<file path="config.mk">
export PLATFORM = sky130hd
export DESIGN_NAME = rcob_blend
export DESIGN_NICKNAME = d
export VERILOG_FILES = /design/src/hw/rtl/rotated_cursor_overlay_blend_core_macros.svh /design/src/hw/rtl/rcob_pkg.sv /design/src/hw/rtl/rcob_blend.sv
export SDC_FILE = /design/constraint.sdc
export NUM_CORES = 1
export LEC_CHECK = 0
export BUFFER_PORTS_ARGS = -buffer_cell sky130_fd_sc_hd__buf_2
export CORE_ASPECT_RATIO = 1.2
export CORE_MARGIN = 2
export CORE_UTILIZATION = 65
export CTS_CLUSTER_SIZE = 30
export DETAILED_ROUTE_END_ITERATION = 12
export GPL_ROUTABILITY_DRIVEN = 0
export PLACE_DENSITY = 0.85
export RECOVER_POWER = 25
export REMOVE_ABC_BUFFERS = 1
export SYNTH_ARGS = -nofsm -noshare
export SYNTH_HDL_FRONTEND = slang
export SYNTH_SLANG_ARGS = --single-unit
</file>
<file path="constraint.sdc">
create_clock -name i_clk -period 8.3 [get_ports i_clk]
set_clock_uncertainty 0.1 [all_clocks]
set_input_delay 0.83 -clock i_clk [delete_from_list [all_inputs] [get_ports i_clk]]
set_output_delay 0.83 -clock i_clk [all_outputs]
set_load 0.01 [all_outputs]
</file>
<file path="src/hw/rtl/rotated_cursor_overlay_blend_core_macros.svh">
// Assertion helpers for the cursor overlay core.
`ifndef ROTATED_CURSOR_OVERLAY_BLEND_CORE_MACROS_SVH
`define ROTATED_CURSOR_OVERLAY_BLEND_CORE_MACROS_SVH

// Same-cycle implication, disabled during reset.
`define RCOB_ASSERT_IMP(lbl, clk, rst_n, ante, cons) \
    lbl: assert property (@(posedge clk) disable iff (!rst_n) (ante) |-> (cons)) \
        else $error("rcob assertion failed");

// Next-cycle implication, disabled during reset.
`define RCOB_ASSERT_NXT(lbl, clk, rst_n, ante, cons) \
    lbl: assert property (@(posedge clk) disable iff (!rst_n) (ante) |=> (cons)) \
        else $error("rcob assertion failed");

`endif

</file>
<file path="src/hw/rtl/rcob_pkg.sv">
`default_nettype none

package rcob_pkg;

    // Cursor image geometry
    localparam int MAX_SIDE = 128;
    localparam int IDX_W    = $clog2(MAX_SIDE);
    localparam int ADDR_W   = 2 * IDX_W;
    localparam int DEPTH    = MAX_SIDE * MAX_SIDE;
    localparam int SIDE_W   = 8;

    // Field widths
    localparam int COORD_W    = 14;
    localparam int PIX_W      = 32;
    localparam int POS_W      = 15;
    localparam int FRAME_W    = 15;
    localparam int OFF_W      = 18;
    localparam int CFG_IDX_W  = 3;
    localparam int CFG_DATA_W = 15;

    typedef logic [1:0]        t_mode;
    typedef logic [1:0]        t_rot;
    typedef logic [IDX_W-1:0]  t_idx;
    typedef logic [SIDE_W-1:0] t_side;
    typedef logic [PIX_W-1:0]  t_pix;

    // Cursor modes
    localparam t_mode MODE_HIDDEN = 2'd0;
    localparam t_mode MODE_MONO   = 2'd1;
    localparam t_mode MODE_ALPHA  = 2'd2;
    localparam t_mode MODE_MASKED = 2'd3;

    // Rotations
    localparam t_rot ROT_0   = 2'd0;
    localparam t_rot ROT_90  = 2'd1;
    localparam t_rot ROT_180 = 2'd2;
    localparam t_rot ROT_270 = 2'd3;

    // Item kinds
    localparam logic KIND_LOAD  = 1'b0;
    localparam logic KIND_FRAME = 1'b1;

    // Register indexes
    localparam logic [CFG_IDX_W-1:0] REG_MODE    = 3'd0;
    localparam logic [CFG_IDX_W-1:0] REG_CUR_W   = 3'd1;
    localparam logic [CFG_IDX_W-1:0] REG_CUR_H   = 3'd2;
    localparam logic [CFG_IDX_W-1:0] REG_ROT     = 3'd3;
    localparam logic [CFG_IDX_W-1:0] REG_POS_X   = 3'd4;
    localparam logic [CFG_IDX_W-1:0] REG_POS_Y   = 3'd5;
    localparam logic [CFG_IDX_W-1:0] REG_FRAME_W = 3'd6;
    localparam logic [CFG_IDX_W-1:0] REG_FRAME_H = 3'd7;

    // Operands handed to the blend stage
    typedef struct packed {
        t_pix cur;
        t_pix dst;
        logic covered;
    } t_blend_in;

endpackage

`default_nettype wire

</file>
<file path="src/hw/rtl/rcob_blend.sv">
`default_nettype none

// Channel blend: products and mono/masked results in one stage, then
// rounded divide by 255 and final select on the registered values.
module rcob_blend (
    input  logic                i_clk,
    input  logic                i_en,
    input  rcob_pkg::t_mode     i_mode,
    input  rcob_pkg::t_blend_in i_in,
    output rcob_pkg::t_pix      o_pixel,
    output logic                o_covered
);
    import rcob_pkg::*;

    logic [7:0]  al;
    logic [7:0]  a0;
    logic [7:0]  a1;
    logic [7:0]  dch [3];
    logic [7:0]  sch [3];
    logic [15:0] n_sum [3];
    logic [7:0]  n_alt [3];
    logic [15:0] r_sum [3];
    logic [7:0]  r_alt [3];
    logic [7:0]  quo [3];
    logic        r_sel_alpha;
    logic        r_covered;
    t_pix        r_dst;

    assign al = i_in.cur[31:24];
    assign a0 = i_in.cur[7:0];
    assign a1 = i_in.cur[15:8];

    // Per-channel weighted sum and non-alpha results
    always_comb begin
        for (int c = 0; c < 3; c++) begin
            dch[c]   = i_in.dst[8*c +: 8];
            sch[c]   = i_in.cur[8*c +: 8];
            n_sum[c] = 16'(sch[c] * al) + 16'(dch[c] * (8'd255 - al)) + 16'd127;
            if (i_mode == MODE_MONO) begin
                n_alt[c] = (dch[c] & a0) ^ a1;
            end else begin
                n_alt[c] = (al != 8'd0) ? (dch[c] ^ sch[c]) : sch[c];
            end
        end
    end

    always_ff @(posedge i_clk) begin
        if (i_en) begin
            for (int c = 0; c < 3; c++) begin
                r_sum[c] <= n_sum[c];
                r_alt[c] <= n_alt[c];
            end
            r_sel_alpha <= (i_mode != MODE_MONO) && (i_mode != MODE_MASKED);
            r_covered   <= i_in.covered;
            r_dst       <= i_in.dst;
        end
    end

    // v / 255 as (v + 1 + (v >> 8)) >> 8, exact below 65535
    always_comb begin
        for (int c = 0; c < 3; c++) begin
            quo[c] = 8'((17'(r_sum[c]) + 17'd1 + 17'(r_sum[c] >> 8)) >> 8);
        end
    end

    // Channel 3 always passes; uncovered pixels pass whole
    always_comb begin
        o_pixel = r_dst;
        if (r_covered) begin
            for (int c = 0; c < 3; c++) begin
                o_pixel[8*c +: 8] = r_sel_alpha ? quo[c] : r_alt[c];
            end
        end
    end

    assign o_covered = r_covered;

endmodule

`default_nettype wire

</file>
==> results of run 1 <==
-- critical path, stage by stage --
cell and delay (ns):
buf_2 0.80, nand2_1 0.21, fa_1 0.56, fa_1 0.54
inv_1 0.05, fa_1 0.48, fa_1 0.52, fa_1 0.52
inv_1 0.05, fa_1 0.48, inv_1 0.05, ha_1 0.30
o21ai_1 0.13, nor2b_1 0.28, o31ai_2 0.13, a2111oi_2 0.37
nor3_1 0.12, xor2_1 0.15
-- how the worst max path moves through the flow --
| stage | to | slack (ns) | cells past startpoint |
|---|---|---|---|
| finish | r_sum[0][45] | 1.72 | 18 |
| global route | r_sum[0][45] | 1.49 | 18 |
| CTS | r_sum[0][45] | 1.78 | 18 |
| detailed placement | r_sum[0][45] | 1.44 | 18 |
| global placement | r_sum[0][45] | 1.50 | 18 |
| floorplan | r_sum[0][45] | 2.49 | 17 |
-- cells in the final DEF (no fill, tap or decap), drive strengths merged, types with 4 or more instances in the layout --
cell type / Yosys / routed
a31o: 5 / 5
nand2b: 85 / 85
o21a: 6 / 6
o21ai: 46 / 46
a2111oi: 5 / 5
nor2: 52 / 52
buf: 12 / 83
clkbuf: 77 / 35
a211oi: 11 / 11
and2: 99 / 99
nand4: 6 / 6
nand3: 11 / 11
a32oi: 7 / 7
a31oi: 6 / 6
a21o: 15 / 15
a22oi: 14 / 14
xnor2: 54 / 54
a21oi: 43 / 43
nand2: 138 / 138
fa: 308 / 308
mux2i: 10 / 10
edfxtp: 106 / 106
ha: 202 / 202
nor2b: 115 / 115
o2111ai: 4 / 4
nor4: 4 / 4
nor3: 15 / 15
inv: 397 / 399
xor2: 26 / 26
and3: 5 / 5
o32ai: 7 / 7
o211ai: 18 / 18
-- state kept, by name (all words and copies together), names as in the netlist --
signal,cells
r_dst,32
r_sel_alpha,1
r_sum,48
r_alt,24
o_covered,1
-- final cells by class --
type                            count  area [um^2]
Timing Repair Buffer              109          533
Clock inverter                      6         75.1
Sequential cell                   106         3180
Fill cell                        2158         8890
Inverter                          397         1490
Clock buffer                        9          225
Multi-Input combinational cell   1336        13700
Tap cell                          385          482
-- stage by stage --
step	hold slack, ns	utilization
5_1_grt	0.529	0.689
4_1_cts	0.529	0.690
3_5_place_dp	0.908	0.680
6_report	0.535	0.689
3_3_place_gp	0.906	0.680
2_1_floorplan	0.829	-
-- per-layer routing --
metal  wire, um  up-vias
met5          0        -
met4       2340        0
met3       3520      197
met2      23000      690
met1      15800     6796
li1           -     6091
-- where the power goes --
part / leakage (nW) / total, mW / internal, mW / switching [mW]
logic: 8.38 / 6.99 / 3.03 / 3.96
registers: 1.04 / 1.24 / 1.11 / 0.130
clock network: 0.144 / 0.456 / 0.237 / 0.219
total: 9.56 / 8.69 / 4.38 / 4.31
-- cell families (layout without fill, tap and decap cells) --
group           after synthesis  in the layout  share of synthesized area
simple gates                540            540                      0.154
fa+ha+maj                   510            510                      0.464
mux                          10             10                    0.00534
flops                       106            106                      0.170
compound gates              196            196                     0.0710
buf+inv                     486            521                     0.0990
xor+xnor                     80             80                     0.0374
==> out/results.env, run 1 <==
FINAL_ANTENNA_NET_COUNT=0
YS_TOP_CELLS_BY_AREA='fa_1, edfxtp_1, ha_1'
SETUP_VIOL=0
MAX_FREQ_GHz=0.152
POST_CTS_RESIZED=0
AREA_OVERHEAD_OF_THE_LAYOUT_RELATIVE_TO_SYNTHESIS_PCT=5.08
TRITONCTS_CLOCK_TREE='built'
FAILING_CHECKS='max-capacitance violations, max-slew violations'
CRITPATHREQUIREDTIME_NS=8.32
CTSLONGESTPATHBUFFERS=2
DR_TOTAL_VIAS=13774
PLACE.PORT_BUFFERS=101
DIE_H_UM=190
SYN-MEAN-INSTANCE-AREA_UM2=9.72
DRC_ERRORS=0
NETLIST-CELL-TYPE-COUNT=53
DRT_FIRST_ITER_VIOLATIONS=1033
INSERTEDDIODECOUNT=0
SYNTH_FF_TYPE='edfxtp_1'
CRIT_PATH_END_KIND='register'
SETUP.WORST_PATH.START_CLASS='primary input'
POST-CTS-SETUP-BUFFER-COUNT=0
SYNTH_AREA_UM2=18700
SYNTH-EDFF-COUNT=106
TRACK_USAGE=0.309
CTSHOLDBUFFERS=0
WHS_PATH_DEPTH=1
FLOORPLAN.INITIALDENSITY=0.656
YOSYS_REGISTER_BITS=106
GRT_PASS1_WL_UM=73200
OUTCOME='complete, but fails checks'
TIGHTEST_SLEW_NS=2.02
HTREE_NUM_LEVELS=3
YOSYSTOPAREACELL='fa_1'
GROUTE.LAYER.MET1.USAGE=0.363
POST_DP_CELL_AREA_UM2=19400
YOSYSMOSTFREQUENTCELL='inv_1'
STATIC_LEAKAGE_nW=9.56
HOLD_VIOL_FINAL=0
MIN-DELAY-PATH-CLASS='primary input to register'
PLACEDCELLCOUNT=2333
SLEW-LIMIT-HEADROOM=-0.346
VDD_IR_DROP_MAX_mV=0.676
HP-START='i_in[31]'
CTS_BUFFERS=9
SYNTH.TOP_CELLS.BY_COUNT='inv_1, fa_1, ha_1, nand2_1, nor2b_1'
TIMING.FINAL.CRIT_SHARE=0.793
MAXCAPVIOLATIONS=1
DP_WORST_SETUP_SLACK_NS=1.44
CLKSINKCOUNT=106
IOPINCOUNT=102
TOTAL_POWER_mW=8.69
FINALNONFILLERCELLS=2348
BUSIEST_LAYER='met2'
ASYNC_RESET_FF_FRAC=0
LAYOUT_MIN_CYCLE_TIME_NS=6.58
CLOCK_TREE.ROOT_CELL='clkbuf_16'
NETS=2538
GRT_PASS1_VIAS=14889
RSZ0062_AT_GRT='false'
OVERFLOW=0
GLOBALROUTEMET3UTIL=0.0399
SYN-INSTANCE-COUNT=1928
INITIAL_ANTENNA_VIOLATION_COUNT=0
DRT_PRE_ANTENNA_ITERS=6
FINAL_LAYOUT_SIZE_SUFFIX_GT1_FRAC=0.0560
FP.DIEAREA_UM2=30200
DIE_WIDTH_UM=159
HPWL_UM=34100
FLOORPLAN.ROWS=68
DETAIL_ROUTE.VIAS_PER_CELL=5.87
ARRIVAL_TIME_OF_THE_WORST_SETUP_PATH_NS=6.60
TIMING.HOLD.WORST_ENDPOINT='r_dst[30]'
CP-STARTPOINT='i_in[59]'
FINAL_AREA_UM2=19700
POSTLAYOUTSETUPSLACKWORST_NS=1.72
NETLIST.AREA_LEADER.SHARE=0.329
DETAIL_ROUTE.WL_PER_CELL_UM=19.0
GRT_MAX_DEGREE=75
GLOBALROUTEMET2UTIL=0.553
TOTALWIRELENGTH_UM=44600
TIMING_MAX_TRANSITION_VIOLATIONS_FINAL=34
SEQUENTIAL_CELL_AREA_FRACTION_IN_THE_YOSYS_REPORT=0.170
CRITICALPATHCATEGORY='primary input to register'
SYNTH.YOSYS.WARNINGS=0
PATH_MAX_FANOUT=49
POWER_DENSITY_nW_PER_UM2=441
PATH_CLK_SLEW_NS=0.08
DESIGN.CORE.AREA_UM2=28600
SETUP_TOTAL_NEGATIVE_SLACK_NS=0
(Power assumes the default switching activity.)
==> run 2: changes to the inputs <==
ABC_AREA = 1   (was default)
clock period = 6.5 ns   (was 8.3 ns; I/O delays follow)
==> run 2 against run 1 <==
  * The flow still finishes with violations (max-capacitance violations, max-slew violations)
  * Global-route usage up 2.7 points
  * Sequential share of layout area down 0.98 points
  * Worst hold slack worse by 0.18 ns
  * Routed wire length up 14%
  * Critical path depth up 1
  * Critical endpoint is now r_sum[0][46]
==> out/results.env, run 2 <==
OUTCOME='complete, but fails checks'
FAILING_CHECKS='max-capacitance violations, max-slew violations'
CRITICALPATHCATEGORY='primary input to register'
COMMONEST_CELLS_AFTER_ROUTING_FILL_AND_TAPS_ASIDE='inv_1, nand2_1, fa_1, nor2_1, ha_1'
CTSLONGESTPATHBUFFERS=2  # unchanged
NETLIST-CELL-TYPE-COUNT=36  # -32%
LARGEST_REGISTER='r_sum'
HOLD-WORST-SLACK_NS=0.359  # -0.176 ns
SEQCELLAREA_UM2=3180  # unchanged
SETUP.WORST_PATH.START_CLASS='primary input'
YOSYSTOPAREACELL='fa_1'
GLOBALROUTEMET3UTIL=0.0520  # +0.0121
CRIT_PATH_END_KIND='register'
SYNTH.TOP_CELLS.BY_COUNT='inv_1, nand2_1, fa_1, nor2_1, ha_1'
FLOORPLAN.INITIALDENSITY=0.658  # +0.00208
GRT_MAX_DEGREE=81  # +8.0%
SYNTH-EDFF-COUNT=106  # unchanged
MAX_FREQ_GHz=0.170
DRT_PRE_ANTENNA_ITERS=7  # +1
GRT_PASS1_WL_UM=84600  # +16%
TOTALWIRELENGTH_UM=51100  # +14%
FINAL_AREA_UM2=21000  # +6.4%
GLOBALROUTEMET2UTIL=0.561  # +0.00798
GROUTE.LAYER.MET1.USAGE=0.420  # +0.0567
PLACE.PORT_BUFFERS=101  # unchanged
FINAL_ANTENNA_NET_COUNT=0  # unchanged
MOSTFREQUENTLAYOUTCELL='inv_1'
HTREE_NUM_LEVELS=3  # unchanged
PATH_MAX_FANOUT=8  # -84%
ASYNC_RESET_FF_FRAC=0  # unchanged
LAYOUT_MIN_CYCLE_TIME_NS=5.89
SEQUENTIAL_CELL_AREA_FRACTION_IN_THE_YOSYS_REPORT=0.159  # -0.0106
WORST_SETUP_PATH_ENDPOINT='r_sum[0][46]'
FP.DIEAREA_UM2=32200  # +6.5%
DESIGN.CORE.AREA_UM2=30400  # +6.3%
YOSYS_REGISTER_BITS=106  # unchanged
TIMING.FINAL.CRIT_SHARE=0.906
SETUP_VIOL=0  # unchanged
MIN-DELAY-PATH-CLASS='primary input to register'
SLEW-LIMIT-HEADROOM=-0.0303  # +0.316
HP-START='i_in[28]'
RSZ0062_AT_GRT='false'
CLOCK_TREE.ROOT_CELL='clkbuf_16'
POST_CTS_RESIZED=0  # unchanged
HOLD_VIOL_FINAL=0  # unchanged
DETAIL_ROUTE.VIAS_PER_CELL=5.62  # -4.2%
INITIAL_ANTENNA_VIOLATION_COUNT=1  # +1
DETAIL_ROUTE.WL_PER_CELL_UM=17.1  # -9.9%
AREA_OVERHEAD_OF_THE_LAYOUT_RELATIVE_TO_SYNTHESIS_PCT=4.88
CTSHOLDBUFFERS=0  # unchanged
SYN-INSTANCE-COUNT=2541  # +32%
FLOORPLAN.ROWS=70  # +2.9%
CP-STARTPOINT='i_in[24]'
MULTI_INPUT_COMB_AREA_UM2=13900  # +1.5%
GRT_PASS1_VIAS=17613  # +18%
POST_DP_CELL_AREA_UM2=20700  # +6.5%
BUSIEST_LAYER='met2'
NETS=3158  # +24%
DIE_H_UM=196  # +3.2%
IOPINCOUNT=102  # unchanged
YS_TOP_CELLS_BY_AREA='fa_1, edfxtp_1, ha_1'
CLKSINKCOUNT=106  # unchanged
DRT_FIRST_ITER_VIOLATIONS=1583  # +53%
TIGHTEST_SLEW_NS=1.55  # -0.474 ns
DIE_WIDTH_UM=164  # +3.2%
HPWL_UM=41300  # +21%
OVERFLOW=0  # unchanged
DRC_ERRORS=0  # unchanged
FILLERS=2339  # +8.4%
SYN-MEAN-INSTANCE-AREA_UM2=7.87  # -19%
PATH_CLK_SLEW_NS=0.08  # about the same
SYNTH.YOSYS.WARNINGS=0  # unchanged
CRITPATHREQUIREDTIME_NS=6.51  # -1.81 ns
TRACK_USAGE=0.336  # +0.0274
DR_TOTAL_VIAS=16755  # +22%
POST-CTS-SETUP-BUFFER-COUNT=0  # unchanged
LARGEST_REGISTERS='r_sum: 48 flops, r_dst: 32 flops, r_alt: 24 flops'
NETLIST.AREA_LEADER.SHARE=0.308  # -0.0205
ARRIVAL_TIME_OF_THE_WORST_SETUP_PATH_NS=5.90  # -0.70 ns
SYNTH_FF_TYPE='edfxtp_1'
MAXCAPVIOLATIONS=1  # unchanged
LARGEST_REG_FLOPS=48  # unchanged
TRITONCTS_CLOCK_TREE='built'
CTS_BUFFERS=9  # unchanged
FINAL_LAYOUT_SIZE_SUFFIX_GT1_FRAC=0.0476  # -0.00844
FINAL_CORE_UTILIZATION=0.690  # +0.000887
SYNTH_AREA_UM2=20000  # +6.6%
SETUP_TOTAL_NEGATIVE_SLACK_NS=0  # unchanged
YOSYSMOSTFREQUENTCELL='inv_1'
TIMING_MAX_TRANSITION_VIOLATIONS_FINAL=28  # -18%
-- run 2: changes by cell type in the layout (fill, tap and decap cells not counted), sizes merged, moves of 14 or more --
cell,delta
nand2,+476
inv,+257
nor2,+182
nor2b,-115
nand3,+96
and2,-92
nand2b,-85
xnor2,-26
o211ai,-18
a22oi,-14
-- run 2: area by class of cell --
| type | instances | share of cell area |
|---|---|---|
| clock buffers | 9 | 0.0107 |
| clock inverters | 7 | 0.00370 |
| well taps | 396 | 0.0236 |
| flip-flops and latches | 106 | 0.152 |
| diodes | 1 | 0.000119 |
| inverters | 657 | 0.118 |
| repair buffers | 114 | 0.0285 |
| multi-input cells | 1691 | 0.664 |
-- run 2: worst min-delay path by stage --
stage	cells after the start	endpoint	slack, ns
3_5_place_dp	1	r_dst[28]	0.73
5_1_grt	1	o_covered	0.35
6_report	1	r_dst[27]	0.36
3_3_place_gp	1	r_dst[25]	0.73
4_1_cts	1	r_dst[27]	0.35
2_1_floorplan	0	o_covered	0.65
-- run 2: layer usage --
metal	wire length (um)	vias to the layer above
met5	0	-
met4	3060	0
met3	5020	214
met2	24600	953
met1	18400	7992
li1	-	7596
-- run 2: metrics by stage --
stage	setup WS (ns)	cells
final	0.613	2981
after global routing	0.324	2981
after CTS	0.696	2980
after detailed placement	0.317	2964
after global placement	0.500	2964
after floorplan	1.26	2454
-- run 2: logic make-up (layout without fill, tap and decap cells) --
logic type	count (synthesis)	count (layout)	synth area share
AND/OR/NAND/NOR	990	990	0.199
buffers and inverters	744	787	0.145
adder cells (fa/ha/maj)	510	510	0.435
AO/OA/AOI/OAI	130	130	0.0352
flip-flops	106	106	0.159
XOR/XNOR	61	61	0.0267
other	0	1	0
-- run 2: critical path, cell delays in order --
cell and delay (ns):
clkbuf_1 0.52, inv_1 0.36, nor2_1 0.23, fa_1 0.45
fa_1 0.42, inv_1 0.08, fa_1 0.44, inv_1 0.09
fa_1 0.43, fa_1 0.49, inv_1 0.05, fa_1 0.48
inv_1 0.04, ha_1 0.35, a21oi_1 0.23, nor2_1 0.06
a211oi_1 0.24, nand3_1 0.13, xor2_1 0.16
Power of run 2 is left out: the tool's default activity adds up to more than one toggle a clock period on the data nets, which glitch-free logic cannot reach.
